<file path="src/rtl/srr_pkg.sv">
package srr_pkg;

	localparam int DEFAULT_WINDOW = 16;

	// Queue between front and back; must be a power of two
	localparam int QUEUE_DEPTH = 4;

	localparam logic [1:0] KIND_DELIVER = 2'd0;
	localparam logic [1:0] KIND_RR      = 2'd1;
	localparam logic [1:0] KIND_SREJ    = 2'd2;
	localparam logic [1:0] KIND_DONE    = 2'd3;

	typedef struct packed {
		logic [31:0] seq;
		logic        eof;
		logic [15:0] tag;
	} pkt_t;

	typedef struct packed {
		logic valid;
		pkt_t pkt;
	} head_t;

endpackage

</file>
<file path="src/rtl/srr_front.sv">
module srr_front (
	input  logic            clk,
	input  logic            arst_n,
	input  logic            pkt_valid,
	output logic            pkt_ready,
	input  logic [31:0]     seq_num,
	input  logic            is_eof,
	input  logic            checksum_ok,
	input  logic [15:0]     payload_tag,
	output srr_pkg::head_t  head,
	input  logic            pop
);

	localparam int PW = $clog2(srr_pkg::QUEUE_DEPTH);
	localparam logic [PW:0] FULL = (PW+1)'(srr_pkg::QUEUE_DEPTH);

	srr_pkg::pkt_t entry_q [srr_pkg::QUEUE_DEPTH];
	logic [PW-1:0] wr_ptr_q;
	logic [PW-1:0] rd_ptr_q;
	logic [PW:0]   count_q;
	logic          push;
	logic          do_pop;

	assign pkt_ready = (count_q != FULL);
	// drop packets with a bad checksum at the door
	assign push      = pkt_valid && pkt_ready && checksum_ok;
	assign do_pop    = pop && (count_q != '0);

	assign head.valid = (count_q != '0);
	assign head.pkt   = entry_q[rd_ptr_q];

	always_ff @(posedge clk) begin
		if (push) begin
			entry_q[wr_ptr_q] <= '{seq: seq_num, eof: is_eof, tag: payload_tag};
		end
	end

	always_ff @(posedge clk or negedge arst_n) begin
		if (!arst_n) begin
			wr_ptr_q <= '0;
			rd_ptr_q <= '0;
			count_q  <= '0;
		end else begin
			if (push) begin
				wr_ptr_q <= wr_ptr_q + PW'(1);
			end
			if (do_pop) begin
				rd_ptr_q <= rd_ptr_q + PW'(1);
			end
			case ({push, do_pop})
				2'b10:   count_q <= count_q + (PW+1)'(1);
				2'b01:   count_q <= count_q - (PW+1)'(1);
				default: count_q <= count_q;
			endcase
		end
	end

endmodule

</file>
<file path="src/rtl/srr_back.sv">
module srr_back #(
	parameter int WINDOW = srr_pkg::DEFAULT_WINDOW
) (
	input  logic           clk,
	input  logic           arst_n,
	input  srr_pkg::head_t head,
	output logic           pop,
	output logic           res_valid,
	input  logic           res_ready,
	output logic [1:0]     kind,
	output logic [31:0]    seq_value,
	output logic [15:0]    out_tag,
	output logic           last
);

	localparam int SW = $clog2(WINDOW);
	localparam int GW = $clog2(WINDOW + 1);
	localparam logic [SW-1:0] LAST_SLOT = SW'(WINDOW - 1);
	localparam logic [SW:0]   WSUM      = (SW+1)'(WINDOW);
	localparam logic [31:0]   WIN32     = 32'(WINDOW);
	localparam logic [GW-1:0] GMAX      = GW'(WINDOW);

	typedef enum logic [2:0] {
		ST_IDLE,
		ST_FLUSH,
		ST_FLUSH_RR,
		ST_SREJ,
		ST_RR_FINAL
	} state_t;

	typedef enum logic [1:0] {
		MODE_INORDER,
		MODE_BUFFER,
		MODE_DONE
	} mode_t;

	state_t state_q, state_d;
	mode_t  mode_q, mode_d;
	logic [31:0]     exp_q, exp_d;
	logic [31:0]     high_q, high_d;
	logic [SW-1:0]   eslot_q, eslot_d;
	logic [GW-1:0]   guard_q, guard_d;
	logic [WINDOW-1:0] valid_q, valid_d;
	logic [15:0]     tag_mem [WINDOW];

	logic        res_valid_q, res_valid_d;
	logic [1:0]  kind_q, kind_d;
	logic [31:0] seq_q, seq_d;
	logic [15:0] tag_q, tag_d;
	logic        last_q, last_d;

	logic          can_load;
	logic [31:0]   exp_inc;
	logic [SW-1:0] eslot_inc;
	logic [31:0]   diff;
	logic          ahead, same, beyond;
	logic [SW:0]   sum;
	logic [SW-1:0] wslot;
	logic          nvalid_inc, nvalid_cur, inc_below, cur_below;
	logic          more_flush, gap;
	logic          tag_we;

	assign can_load = !res_valid_q || res_ready;
	assign exp_inc  = exp_q + 32'd1;
	// slot tracks exp mod WINDOW; the 32-bit wrap restarts it at zero
	assign eslot_inc = (&exp_q) ? '0 : ((eslot_q == LAST_SLOT) ? '0 : eslot_q + SW'(1));

	assign diff   = head.pkt.seq - exp_q;
	assign ahead  = head.pkt.seq > exp_q;
	assign same   = head.pkt.seq == exp_q;
	assign beyond = ahead && (diff >= WIN32);

	// within the window the distance is below WINDOW, so one subtract wraps it
	assign sum   = {1'b0, eslot_q} + {1'b0, diff[SW-1:0]};
	assign wslot = (sum >= WSUM) ? SW'(sum - WSUM) : sum[SW-1:0];

	assign nvalid_inc = valid_q[eslot_inc];
	assign nvalid_cur = valid_q[eslot_q];
	assign inc_below  = exp_inc < high_q;
	assign cur_below  = exp_q < high_q;
	assign more_flush = (guard_q < GMAX) && nvalid_cur;
	assign gap        = cur_below && !nvalid_cur;

	always_comb begin
		state_d     = state_q;
		mode_d      = mode_q;
		exp_d       = exp_q;
		high_d      = high_q;
		eslot_d     = eslot_q;
		guard_d     = guard_q;
		valid_d     = valid_q;
		res_valid_d = res_valid_q && !res_ready;
		kind_d      = kind_q;
		seq_d       = seq_q;
		tag_d       = tag_q;
		last_d      = last_q;
		pop         = 1'b0;
		tag_we      = 1'b0;

		case (state_q)
			ST_IDLE: begin
				if (head.valid && can_load) begin
					pop = 1'b1;
					if (mode_q != MODE_INORDER && mode_q != MODE_BUFFER) begin
						// finished: ignore everything until reset
					end else if (head.pkt.eof && (exp_q > head.pkt.seq)) begin
						res_valid_d = 1'b1;
						kind_d      = srr_pkg::KIND_DONE;
						seq_d       = head.pkt.seq;
						tag_d       = '0;
						last_d      = 1'b1;
						mode_d      = MODE_DONE;
					end else if (beyond) begin
						// drop
					end else if (mode_q == MODE_INORDER) begin
						if (same) begin
							res_valid_d = 1'b1;
							kind_d      = srr_pkg::KIND_DELIVER;
							seq_d       = head.pkt.seq;
							tag_d       = head.pkt.tag;
							last_d      = 1'b0;
							high_d      = exp_q;
							exp_d       = exp_inc;
							eslot_d     = eslot_inc;
							state_d     = ST_RR_FINAL;
						end else if (ahead) begin
							res_valid_d    = 1'b1;
							kind_d         = srr_pkg::KIND_SREJ;
							seq_d          = exp_q;
							tag_d          = '0;
							last_d         = 1'b1;
							valid_d[wslot] = 1'b1;
							tag_we         = 1'b1;
							high_d         = head.pkt.seq;
							mode_d         = MODE_BUFFER;
						end else begin
							res_valid_d = 1'b1;
							kind_d      = srr_pkg::KIND_RR;
							seq_d       = exp_q;
							tag_d       = '0;
							last_d      = 1'b1;
						end
					end else begin
						if (same) begin
							res_valid_d = 1'b1;
							kind_d      = srr_pkg::KIND_DELIVER;
							seq_d       = head.pkt.seq;
							tag_d       = head.pkt.tag;
							last_d      = !(nvalid_inc || inc_below);
							exp_d       = exp_inc;
							eslot_d     = eslot_inc;
							guard_d     = '0;
							if (nvalid_inc) begin
								state_d = ST_FLUSH;
							end else if (inc_below) begin
								state_d = ST_SREJ;
							end else begin
								mode_d = MODE_INORDER;
							end
						end else if (ahead) begin
							valid_d[wslot] = 1'b1;
							tag_we         = 1'b1;
							if (head.pkt.seq > high_q) begin
								high_d = head.pkt.seq;
							end
						end
					end
				end
			end
			ST_FLUSH: begin
				if (can_load) begin
					res_valid_d      = 1'b1;
					kind_d           = srr_pkg::KIND_DELIVER;
					seq_d            = exp_q;
					tag_d            = tag_mem[eslot_q];
					last_d           = 1'b0;
					valid_d[eslot_q] = 1'b0;
					exp_d            = exp_inc;
					eslot_d          = eslot_inc;
					guard_d          = guard_q + GW'(1);
					state_d          = ST_FLUSH_RR;
				end
			end
			ST_FLUSH_RR: begin
				if (can_load) begin
					res_valid_d = 1'b1;
					kind_d      = srr_pkg::KIND_RR;
					seq_d       = exp_q;
					tag_d       = '0;
					last_d      = !(more_flush || gap);
					if (more_flush) begin
						state_d = ST_FLUSH;
					end else if (gap) begin
						state_d = ST_SREJ;
					end else begin
						mode_d  = MODE_INORDER;
						state_d = ST_IDLE;
					end
				end
			end
			ST_SREJ: begin
				if (can_load) begin
					res_valid_d = 1'b1;
					kind_d      = srr_pkg::KIND_SREJ;
					seq_d       = exp_q;
					tag_d       = '0;
					last_d      = 1'b0;
					state_d     = ST_RR_FINAL;
				end
			end
			ST_RR_FINAL: begin
				if (can_load) begin
					res_valid_d = 1'b1;
					kind_d      = srr_pkg::KIND_RR;
					seq_d       = exp_q;
					tag_d       = '0;
					last_d      = 1'b1;
					state_d     = ST_IDLE;
				end
			end
			default: begin
				state_d = ST_IDLE;
			end
		endcase
	end

	always_ff @(posedge clk) begin
		if (tag_we) begin
			tag_mem[wslot] <= head.pkt.tag;
		end
	end

	always_ff @(posedge clk or negedge arst_n) begin
		if (!arst_n) begin
			state_q     <= ST_IDLE;
			mode_q      <= MODE_INORDER;
			exp_q       <= '0;
			high_q      <= '0;
			eslot_q     <= '0;
			guard_q     <= '0;
			valid_q     <= '0;
			res_valid_q <= 1'b0;
			kind_q      <= srr_pkg::KIND_DELIVER;
			seq_q       <= '0;
			tag_q       <= '0;
			last_q      <= 1'b0;
		end else begin
			state_q     <= state_d;
			mode_q      <= mode_d;
			exp_q       <= exp_d;
			high_q      <= high_d;
			eslot_q     <= eslot_d;
			guard_q     <= guard_d;
			valid_q     <= valid_d;
			res_valid_q <= res_valid_d;
			kind_q      <= kind_d;
			seq_q       <= seq_d;
			tag_q       <= tag_d;
			last_q      <= last_d;
		end
	end

	assign res_valid = res_valid_q;
	assign kind      = kind_q;
	assign seq_value = seq_q;
	assign out_tag   = tag_q;
	assign last      = last_q;

endmodule

</file>
<file path="src/rtl/selective_repeat_receiver.sv">
// Selective-repeat receiver: packets enter a four-entry queue at up to one per cycle while
// it is not full, with bad-checksum packets dropped on entry; the back end takes at most one
// packet from the queue per cycle, only while idle with its single output register free, and
// writes at most one result per cycle into that register, held while res_ready is low: a drop
// gives no result, an in-order deliver is followed by an RR, and each flushed stored packet
// gives a deliver and an RR. Early packets are held in WINDOW slots, whose valid bits reset clears.
module selective_repeat_receiver #(
	parameter int WINDOW = srr_pkg::DEFAULT_WINDOW
) (
	input  logic        clk,
	input  logic        arst_n,
	input  logic        pkt_valid,
	output logic        pkt_ready,
	input  logic [31:0] seq_num,
	input  logic        is_eof,
	input  logic        checksum_ok,
	input  logic [15:0] payload_tag,
	output logic        res_valid,
	input  logic        res_ready,
	output logic [1:0]  kind,
	output logic [31:0] seq_value,
	output logic [15:0] out_tag,
	output logic        last
);

	srr_pkg::head_t head;
	logic           pop;

	srr_front u_front (
		.clk         (clk),
		.arst_n      (arst_n),
		.pkt_valid   (pkt_valid),
		.pkt_ready   (pkt_ready),
		.seq_num     (seq_num),
		.is_eof      (is_eof),
		.checksum_ok (checksum_ok),
		.payload_tag (payload_tag),
		.head        (head),
		.pop         (pop)
	);

	srr_back #(
		.WINDOW (WINDOW)
	) u_back (
		.clk       (clk),
		.arst_n    (arst_n),
		.head      (head),
		.pop       (pop),
		.res_valid (res_valid),
		.res_ready (res_ready),
		.kind      (kind),
		.seq_value (seq_value),
		.out_tag   (out_tag),
		.last      (last)
	);

	// nothing follows the finished notice
	assert property (@(posedge clk) disable iff (!arst_n)
		res_valid && res_ready && kind == srr_pkg::KIND_DONE |=> !res_valid)
		else $error("result after transfer finished");

	assert property (@(posedge clk) disable iff (!arst_n)
		res_valid && kind != srr_pkg::KIND_DELIVER |-> out_tag == '0)
		else $error("nonzero tag on a non-deliver result");

	// a full queue always has a packet at its head
	assert property (@(posedge clk) disable iff (!arst_n)
		!pkt_ready |-> head.valid)
		else $error("queue full but head empty");

	assert property (@(posedge clk) disable iff (!arst_n)
		res_valid && kind == srr_pkg::KIND_DONE |-> last)
		else $error("finished notice not marked last");

endmodule

</file>
<file path="config.mk">
export PLATFORM = sky130hd
export DESIGN_NAME = selective_repeat_receiver
export DESIGN_NICKNAME = d
export VERILOG_FILES = /design/src/rtl/srr_pkg.sv /design/src/rtl/srr_front.sv /design/src/rtl/srr_back.sv /design/src/rtl/selective_repeat_receiver.sv
export SDC_FILE = /design/constraint.sdc
export NUM_CORES = 1
export LEC_CHECK = 0
export ABC_AREA = 1
export BUFFER_PORTS_ARGS = -buffer_cell sky130_fd_sc_hd__clkbuf_2
export CAP_MARGIN = 10
export CELL_PAD_IN_SITES_DETAIL_PLACEMENT = 0
export CELL_PAD_IN_SITES_GLOBAL_PLACEMENT = 1
export CORE_UTILIZATION = 49
export CTS_CLUSTER_SIZE = 28
export DETAILED_ROUTE_END_ITERATION = 8
export PLACE_DENSITY = 0.83
export SYNTH_ARGS = -nofsm -noshare
export SYNTH_HDL_FRONTEND = slang
export SYNTH_HIERARCHICAL = 1
export SYNTH_SLANG_ARGS = --single-unit
export TNS_END_PERCENT = 10
</file>
<file path="constraint.sdc">
create_clock -name clk -period 4.9 [get_ports clk]
set_clock_uncertainty 0.15 [all_clocks]
set_input_delay 0.735 -clock clk [delete_from_list [all_inputs] [get_ports clk]]
set_output_delay 0.735 -clock clk [all_outputs]
set_load 0.02 [all_outputs]
</file>
==> results of run 1 <==
[logic make-up after synthesis]
family / after synthesis / share of synthesized area
compound gates: 649 / 0.127
xor+xnor: 35 / 0.00967
fa+ha+maj: 143 / 0.0572
buf+inv: 545 / 0.0701
flops: 605 / 0.549
simple gates: 1442 / 0.187
[through the flow]
step	worst slack, ps	util	instances	hold WS [ps]
after floorplan	536	-	3419	289
after global placement	353	0.525	4315	303
after detailed placement	241	0.525	4315	309
after CTS	213	0.558	4437	152
after global routing	23.1	0.560	4439	173
final	314	0.560	4439	181
[worst max path at each step]
stage | from | end | slack, ps | depth (start not counted)
floorplan | u_front/rd_ptr_q[0] | u_back/tag_mem[9][0] | 540 | 24
global placement | u_front/rd_ptr_q[0] | u_back/exp_q[26] | 350 | 19
detailed placement | u_front/rd_ptr_q[0] | u_back/tag_mem[9][7] | 240 | 22
CTS | u_front/rd_ptr_q[0] | u_back/tag_mem[9][6] | 210 | 22
global route | u_front/rd_ptr_q[0] | u_back/tag_mem[14][7] | 20 | 22
finish | u_front/rd_ptr_q[0] | u_back/tag_mem[14][7] | 310 | 22
[cell type report]
| type | count | area [µm²] |
|---|---|---|
| clock buffer | 92 | 1840 |
| clock inverter | 29 | 249 |
| fill | 5680 | 28000 |
| inverter | 401 | 1540 |
| multi-input combinational | 2269 | 12100 |
| sequential | 605 | 17400 |
| tap | 846 | 1060 |
| timing repair buffer | 196 | 1330 |
| timing repair inverter | 1 | 8.76 |
[registers in the layout, indices dropped and copies added, names as in the netlist]
name and count:
u_back/state_q 3, u_back/out_tag 16, u_back/exp_q 32, u_back/tag_mem 256, u_back/valid_q 16, u_front/entry_q 196, u_back/res_valid 1, u_front/count_q 3
u_back/seq_value 32, u_back/last 1, u_front/wr_ptr_q 2, u_back/kind 2, u_front/rd_ptr_q 2, u_back/mode_q 2, u_back/eslot_q 4, u_back/guard_q 5
u_back/high_q 32
[routing by layer]
| metal | wire (µm) | GRT usage |
|---|---|---|
| met5 | 0 | 0 |
| met4 | 3950 | 0.121 |
| met1 | 38600 | 0.374 |
| met2 | 44900 | 0.473 |
| met3 | 6060 | 0.0392 |
[Yosys cell counts, types with 4 or more instances]
cell | n | area [µm²]
sky130_fd_sc_hd__o21bai_1 | 4 | 30.0
sky130_fd_sc_hd__buf_1 | 4 | 15.0
sky130_fd_sc_hd__nor3_1 | 22 | 110
sky130_fd_sc_hd__nand3_1 | 105 | 526
sky130_fd_sc_hd__a21oi_1 | 97 | 485
sky130_fd_sc_hd__nand4_1 | 74 | 463
sky130_fd_sc_hd__nor4_1 | 5 | 31.3
sky130_fd_sc_hd__nand3b_1 | 9 | 67.6
sky130_fd_sc_hd__buf_6 | 15 | 169
sky130_fd_sc_hd__nor2_1 | 290 | 1090
sky130_fd_sc_hd__inv_1 | 391 | 1470
sky130_fd_sc_hd__dfrtp_1 | 153 | 3830
sky130_fd_sc_hd__clkbuf_1 | 83 | 312
sky130_fd_sc_hd__xor2_1 | 32 | 280
sky130_fd_sc_hd__nand2_2 | 6 | 37.5
sky130_fd_sc_hd__o21ai_1 | 35 | 175
sky130_fd_sc_hd__inv_2 | 5 | 18.8
sky130_fd_sc_hd__edfxtp_1 | 452 | 13600
sky130_fd_sc_hd__o21ai_0 | 294 | 1470
sky130_fd_sc_hd__o221ai_1 | 4 | 35.0
sky130_fd_sc_hd__clkinv_1 | 4 | 15.0
sky130_fd_sc_hd__buf_2 | 38 | 190
sky130_fd_sc_hd__o31ai_1 | 6 | 45.0
sky130_fd_sc_hd__ha_1 | 140 | 1750
sky130_fd_sc_hd__o21a_1 | 5 | 37.5
sky130_fd_sc_hd__nand2_1 | 912 | 3420
sky130_fd_sc_hd__nor2_2 | 6 | 37.5
sky130_fd_sc_hd__o22ai_1 | 70 | 438
sky130_fd_sc_hd__o211ai_2 | 50 | 626
sky130_fd_sc_hd__o211ai_1 | 49 | 368
sky130_fd_sc_hd__a22o_1 | 20 | 175
[worst register-to-register path: stages, from the launching register on]
cell	delay, ps
sky130_fd_sc_hd__dfrtp_2	460
sky130_fd_sc_hd__bufinv_16	290
sky130_fd_sc_hd__buf_16	190
sky130_fd_sc_hd__nand2_1	70
sky130_fd_sc_hd__o211ai_1	80
sky130_fd_sc_hd__nand2_1	210
sky130_fd_sc_hd__ha_1	470
sky130_fd_sc_hd__nand2_1	140
sky130_fd_sc_hd__nor2_1	230
sky130_fd_sc_hd__nand3_1	140
sky130_fd_sc_hd__nand3_1	180
sky130_fd_sc_hd__nand2_1	70
sky130_fd_sc_hd__nand2_1	80
sky130_fd_sc_hd__nand2_1	70
sky130_fd_sc_hd__nor2_1	140
sky130_fd_sc_hd__nand3_1	140
sky130_fd_sc_hd__nor2_2	180
sky130_fd_sc_hd__nand3_4	160
sky130_fd_sc_hd__nor2_1	120
sky130_fd_sc_hd__nand2_1	60
sky130_fd_sc_hd__buf_4	240
sky130_fd_sc_hd__nor2_1	160
sky130_fd_sc_hd__buf_4	260
[placed cells by master, fill, tap and decap left out, drive strengths merged, types with 2 or more instances in the layout]
cell type,n
xor2,32
xnor2,3
o31ai,6
edfxtp,452
nand4,74
nor4,5
nor3,25
o21a,5
o211ai,99
and3,2
bufinv,3
clkinv,24
o21bai,5
clkbuf,198
o21ai,329
inv,398
a22o,20
nand2,919
nand3b,9
dfrtp,153
o221ai,4
buf,89
o22ai,70
fa,3
a221oi,3
ha,140
a21oi,98
nor2,296
nand3,110
clkinvlp,6
a21o,2
a211oi,3
[repair_timing]
item                                   CTS  global route
hold buffers                             1             0
endpoints found under the hold margin   51             0
setup endpoints to repair                0           298
resized for setup                        0            18
==> results.txt, run 1 <==
----------------------------------------------------
[Outcome]
  Result of the run ... finished clean

[GRT]
  Vias in the first global route ... 24,000
  GRT Residual Overflow ... 0
  Largest net degree at the start of global routing ... roughly 100
  Tot GR Track Use ... 0.285
  Global-route wire length before repair ... ~140,000 µm
  Antenna violations before repair ... 0

[Critical path]
  Most common cell on crit path ... sky130_fd_sc_hd__nand2_1
  Cell-by-cell trace of the critical path ... bufinv_16, buf_16, nand2_1, o211ai_1, nand2_1, ha_1, nand2_1, nor2_1, nand3_1, nand3_1, nand2_1, nand2_1, nand2_1, nor2_1, nand3_1, nor2_2, nand3_4, nor2_1, nand2_1, buf_4, nor2_1, buf_4
  Worst reg2reg endpoint ... u_back/tag_mem[14][7]
  Critical path data required time ... between 5000 and 6000 ps
  Slack of the worst reg-to-reg path ... around 310 ps
  Worst EP arrival ... approximately 4700 ps
  Crit start category ... register
  Crit path max fanout ... 28
  Worst Reg2Reg Path Length in Cells ... 22
  Worst-path cell with the longest stage delay ... sky130_fd_sc_hd__dfrtp_2
  Worst path buffer plus inverter count ... 4
  Worst flop-to-flop path startpoint ... u_front/rd_ptr_q[0]
  Worst setup path category ... reg -> reg
  Critical Path Sink Type ... register
  Family with the most delay on the worst path ... simple AND/OR/NAND/NOR gates
  Largest stage delay on the critical path ... roughly 460 ps

[STA]
  RSZ-0062 raised after global routing ... false
  Headroom to the max-slew limit ... 0.361
  Setup TNS Final ... 0 ps
  Final hold violation count ... 0
  Max-slew violation total from the final report ... 0
  Slew of the pin with the lowest slew margin ... roughly 960 ps
  Period utilization ... 0.936
  Minimum period implied by the final worst setup slack ... 4590 ps
  FMAX ... around 0.22 GHz
  Total setup violations reported at the end of the flow ... 0

[Detailed routing]
  Detail-routed via count per cell ... roughly 5.6
  Detailed-route via count ... approximately 25,000
  DR WL/cell ... around 21 µm
  WL final ... between 90,000 and 100,000 µm
  First-pass iteration count of the detailed router ... 6
  Number of remaining DRC errors ... 0
  Residual antenna-violating net count after detailed routing ... 0
  First-iteration detailed-routing DRC count ... roughly 2,300

[Synth]
  Number of standard cells after synthesis ... roughly 3,400
  Post-synth EDFFs ... between 400 and 500
  Total of flip-flops plus latches after synthesis ... ~610
  Synthesized area per cell ... 9.27 µm²
  Dominant register cell in the synthesized netlist ... sky130_fd_sc_hd__edfxtp_1
  Post-Synthesis Net Count ... ~3,600
  Number of different library cells in the post-synthesis netlist ... between 50 and 60
  Sequential fraction of the synthesis area ... 0.549
  Total number of yosys warnings ... 6
  FFs w/ async S/R, synth ... 0.253
  Post-Synthesis Cell Area ... approximately 32,000 µm²

[Clocking]
  Number of H-tree levels ... 3
  Buffers inserted by post-CTS timing repair ... 0
  Clock-pin slew of the registers on the worst-case setup and hold paths ... 60 ps
  CTS Sinks ... around 610
  TritonCTS Buffers ... between 60 and 70
  Root Buffer Master ... sky130_fd_sc_hd__clkbuf_16
  Later-pin clock latency in the skew report ... between 600 and 700 ps
  Clock tree from TritonCTS ... built
  CTS max path bufs ... 3

[Placed design]
  Routability congestion estimate ... a little under 1
  Final HPWL DP ... between 60,000 and 70,000 µm
  Instance area after placement ... ~33,000 µm²
  Port bufs ... 106

[Layout]
  NumNets Final ... between 3,000 and 4,000
  Number of diodes ... 0
  Design Area, Final ... approximately 36,000 µm²
  Fraction of final layout cells sized beyond drive strength 1 ... 0.109
  Post-synthesis to final-layout area growth ... 12.2%

[Floorplan]
  Number of placement rows ... 92
  I/O pin count ... approximately 110
  Die Area ... about 66,000 µm²
  Starting utilization of the core area ... 0.499
  Die span in y ... between 200 and 300 µm
  Die width ... 256 µm
  Core area ... roughly 64,000 µm²

[Min path]
  Min-Delay Startpoint ... res_ready
  Depth of the worst hold-timing path ... 2
  Worst-case hold path end point ... u_back/state_q[2]
  Kind of path behind the tightest hold check ... in -> reg

[Run]
  Number of max-cap violations ... 0

----------------------------------------------------
Power of run 1 is left out: the tool's default activity adds up to more than one toggle a clock period on the data nets, which glitch-free logic cannot reach.
==> inputs of run 2 (changes only) <==
- CELL_PAD_IN_SITES_DETAIL_PLACEMENT: 0 -> default
- CELL_PAD_IN_SITES_GLOBAL_PLACEMENT: 1 -> default
- CORE_UTILIZATION: 49 -> 61
- PLACE_DENSITY: 0.83 -> 0.82
==> run 2 against run 1 <==
Critical path type unchanged. Cell area down 1.5%. Register-to-register slack worse by 30 ps. Setup slack worse by 27 ps. Non-clock buffer count down 21. Final cell count down 4.5%. Sequential share of layout area up 0.75 points. Sequential cell count unchanged. Critical endpoint is now u_back/tag_mem[3][0]. Fmax down 0.58%.
==> results.txt, run 2 (synthesis results as in run 1) <==
----------------------------------------------------
[Layout]
  NumNets Final ... 3,708 (-0.78%)
  Leading cell types in the layout, fill and taps excluded ... sky130_fd_sc_hd__nand2_1 (910), sky130_fd_sc_hd__edfxtp_1 (452), sky130_fd_sc_hd__inv_1 (389)
  Leading registers by flop count ... u_back/tag_mem: 256 flops, u_front/entry_q: 196 flops
  Max reg flops ... 256 (unchanged)
  Register ranked first by flip-flop count ... u_back/tag_mem
  Post-synthesis to final-layout area growth ... 10.5%
  Number of diodes ... 0 (unchanged)
  Fraction of final layout cells sized beyond drive strength 1 ... 0.101 (-0.00742)
  Filler cells ... 3,916 (-31%)
  Most common library cell in the layout ignoring fill and taps ... sky130_fd_sc_hd__nand2_1

[Placed design]
  Port bufs ... 106 (unchanged)
  Routability congestion estimate ... 0.984 (+1.2%)
  Final HPWL DP ... 56,900 µm (-15%)

[Clocking]
  Quantity of hold-fixing buffers added after cts ... 0 (-1)
  Clock tree from TritonCTS ... built
  Root Buffer Master ... sky130_fd_sc_hd__clkbuf_16
  CTS Sinks ... 605 (unchanged)
  CTS max path bufs ... 3 (unchanged)
  Clock-pin slew of the registers on the worst-case setup and hold paths ... 70 ps (about the same)
  TritonCTS Buffers ... 58 (-12%)
  Buffers inserted by post-CTS timing repair ... 0 (unchanged)
  Number of H-tree levels ... 2 (-1)
  Total of cells resized after clock tree synthesis ... 0 (unchanged)
  Later-pin clock latency in the skew report ... 660 ps (+40 ps)

[Outcome]
  Result of the run ... finished clean

[Detailed routing]
  Number of remaining DRC errors ... 0 (unchanged)
  First-pass iteration count of the detailed router ... 7 (+1)
  Met3 routed wirelength ... 9580 µm (+58%)
  Residual antenna-violating net count after detailed routing ... 0 (unchanged)
  Detail-routed via count per cell ... 5.92 (+5.3%)
  WL final ... 82,200 µm (-12%)
  First-iteration detailed-routing DRC count ... 3,255 (+42%)
  Top Layer Used ... met5
  DR WL/cell ... 19.4 µm (-8.0%)
  Detailed-route via count ... 25,100 (+0.58%)
  Detailed-routing wirelength on met1 ... 35,000 µm (-9.5%)
  Met2 routed wirelength ... 35,300 µm (-21%)

[Min path]
  Kind of path behind the tightest hold check ... in -> async

[STA]
  Max-slew violation total from the final report ... 0 (unchanged)
  RSZ-0062 raised after global routing ... false
  Total setup violations reported at the end of the flow ... 0 (unchanged)
  Headroom to the max-slew limit ... 0.211 (-0.151)
  Slew of the pin with the lowest slew margin ... 1180 ps (+226 ps)
  Period utilization ... 0.941 (+0.00550)
  FMAX ... 0.217 GHz (-0.58%)
  Final hold violation count ... 0 (unchanged)
  Setup TNS Final ... 0 ps (unchanged)
  Minimum period implied by the final worst setup slack ... 4610 ps (+27.0 ps)

[Floorplan]
  Core area ... 51,300 µm² (-19%)
  Die span in y ... 230 µm (-10%)
  Starting utilization of the core area ... 0.618 (+0.119)
  Die Area ... 52,900 µm² (-20%)
  Die width ... 230 µm (-10%)
  I/O pin count ... 107 (unchanged)
  Number of placement rows ... 83 (-9.8%)

[Run]
  Number of max-cap violations ... 0 (unchanged)

[Critical path]
  Worst setup path category ... reg -> reg
  Crit path max fanout ... 37 (+32%)
  Worst Reg2Reg Path Length in Cells ... 19 (-14%)
  Critical Path Sink Type ... register
  Crit start category ... register
  Slack of the worst reg-to-reg path ... 290 ps (-30 ps)
  Critical path data required time ... 5090 ps (+40 ps)
  Worst EP arrival ... 4810 ps (+80 ps)

[GRT]
  Largest net degree at the start of global routing ... 97 (-5.8%)
  Global-route wire length before repair ... 127,000 µm (-11%)
  Vias in the first global route ... 23,000 (-4.1%)
  GRT Residual Overflow ... 0 (unchanged)
  Tot GR Track Use ... 0.309 (+0.0242)
  Antenna violations before repair ... 1 (+1)

----------------------------------------------------
-- run 2: cell type report --
| class | count | area [µm²] | share of cell area |
|---|---|---|---|
| clock buffers | 66 | 1490 | 0.0426 |
| multi-input cells | 2269 | 12100 | 0.346 |
| repair inverters | 1 | 8.76 | 0.000250 |
| well taps | 680 | 851 | 0.0243 |
| inverters | 401 | 1530 | 0.0437 |
| repair buffers | 175 | 1140 | 0.0326 |
| clock inverters | 43 | 482 | 0.0137 |
| flip-flops and latches | 605 | 17400 | 0.497 |
-- run 2: path summary, 6_finish.rpt --
kind / startpoint / to
setup / recovery: u_front/rd_ptr_q[0] / u_back/tag_mem[3][0]
hold / removal: arst_n / u_back/seq_value[20]
setup reg to reg: u_front/rd_ptr_q[0] / u_back/tag_mem[3][0]
hold reg to reg: u_back/seq_value[22] / u_back/seq_value[22]
max in group asynchronous: arst_n / u_back/last
min in group clk: seq_num[29] / u_front/entry_q[0][46]
-- run 2: stage by stage --
stage	util	cell area, µm²	worst slack, ps	std cells	hold slack (ps)
2_1_floorplan	-	31700	536	3419	289
3_3_place_gp	0.644	33000	357	4130	306
3_5_place_dp	0.644	33000	288	4130	308
4_1_cts	0.682	35000	240	4239	108
5_1_grt	0.683	35000	37.8	4240	137
6_report	0.683	35000	287	4240	75.3
-- run 2: worst max-delay path, cell delays in order, from the launching register on --
cell	delay, ps
sky130_fd_sc_hd__dfrtp_2	470
sky130_fd_sc_hd__bufinv_16	260
sky130_fd_sc_hd__buf_4	180
sky130_fd_sc_hd__nand2_1	100
sky130_fd_sc_hd__o211ai_2	100
sky130_fd_sc_hd__nand2_1	170
sky130_fd_sc_hd__inv_1	110
sky130_fd_sc_hd__fa_1	470
sky130_fd_sc_hd__xor2_1	220
sky130_fd_sc_hd__inv_1	70
sky130_fd_sc_hd__ha_1	320
sky130_fd_sc_hd__a21oi_1	140
sky130_fd_sc_hd__nand2_1	80
sky130_fd_sc_hd__xor2_1	160
sky130_fd_sc_hd__or2_2	140
sky130_fd_sc_hd__nand2_1	70
sky130_fd_sc_hd__nor2_1	360
sky130_fd_sc_hd__nand2_1	260
sky130_fd_sc_hd__nor2_1	190
sky130_fd_sc_hd__buf_4	270
-- run 2: per-layer routing --
layer | up-vias | track usage
li1 | 11800 | -
met5 | - | 0
met3 | 183 | 0.0696
met4 | 2 | 0.0969
met1 | 11700 | 0.465
met2 | 1391 | 0.445
Power of run 2 is left out for the same reason.
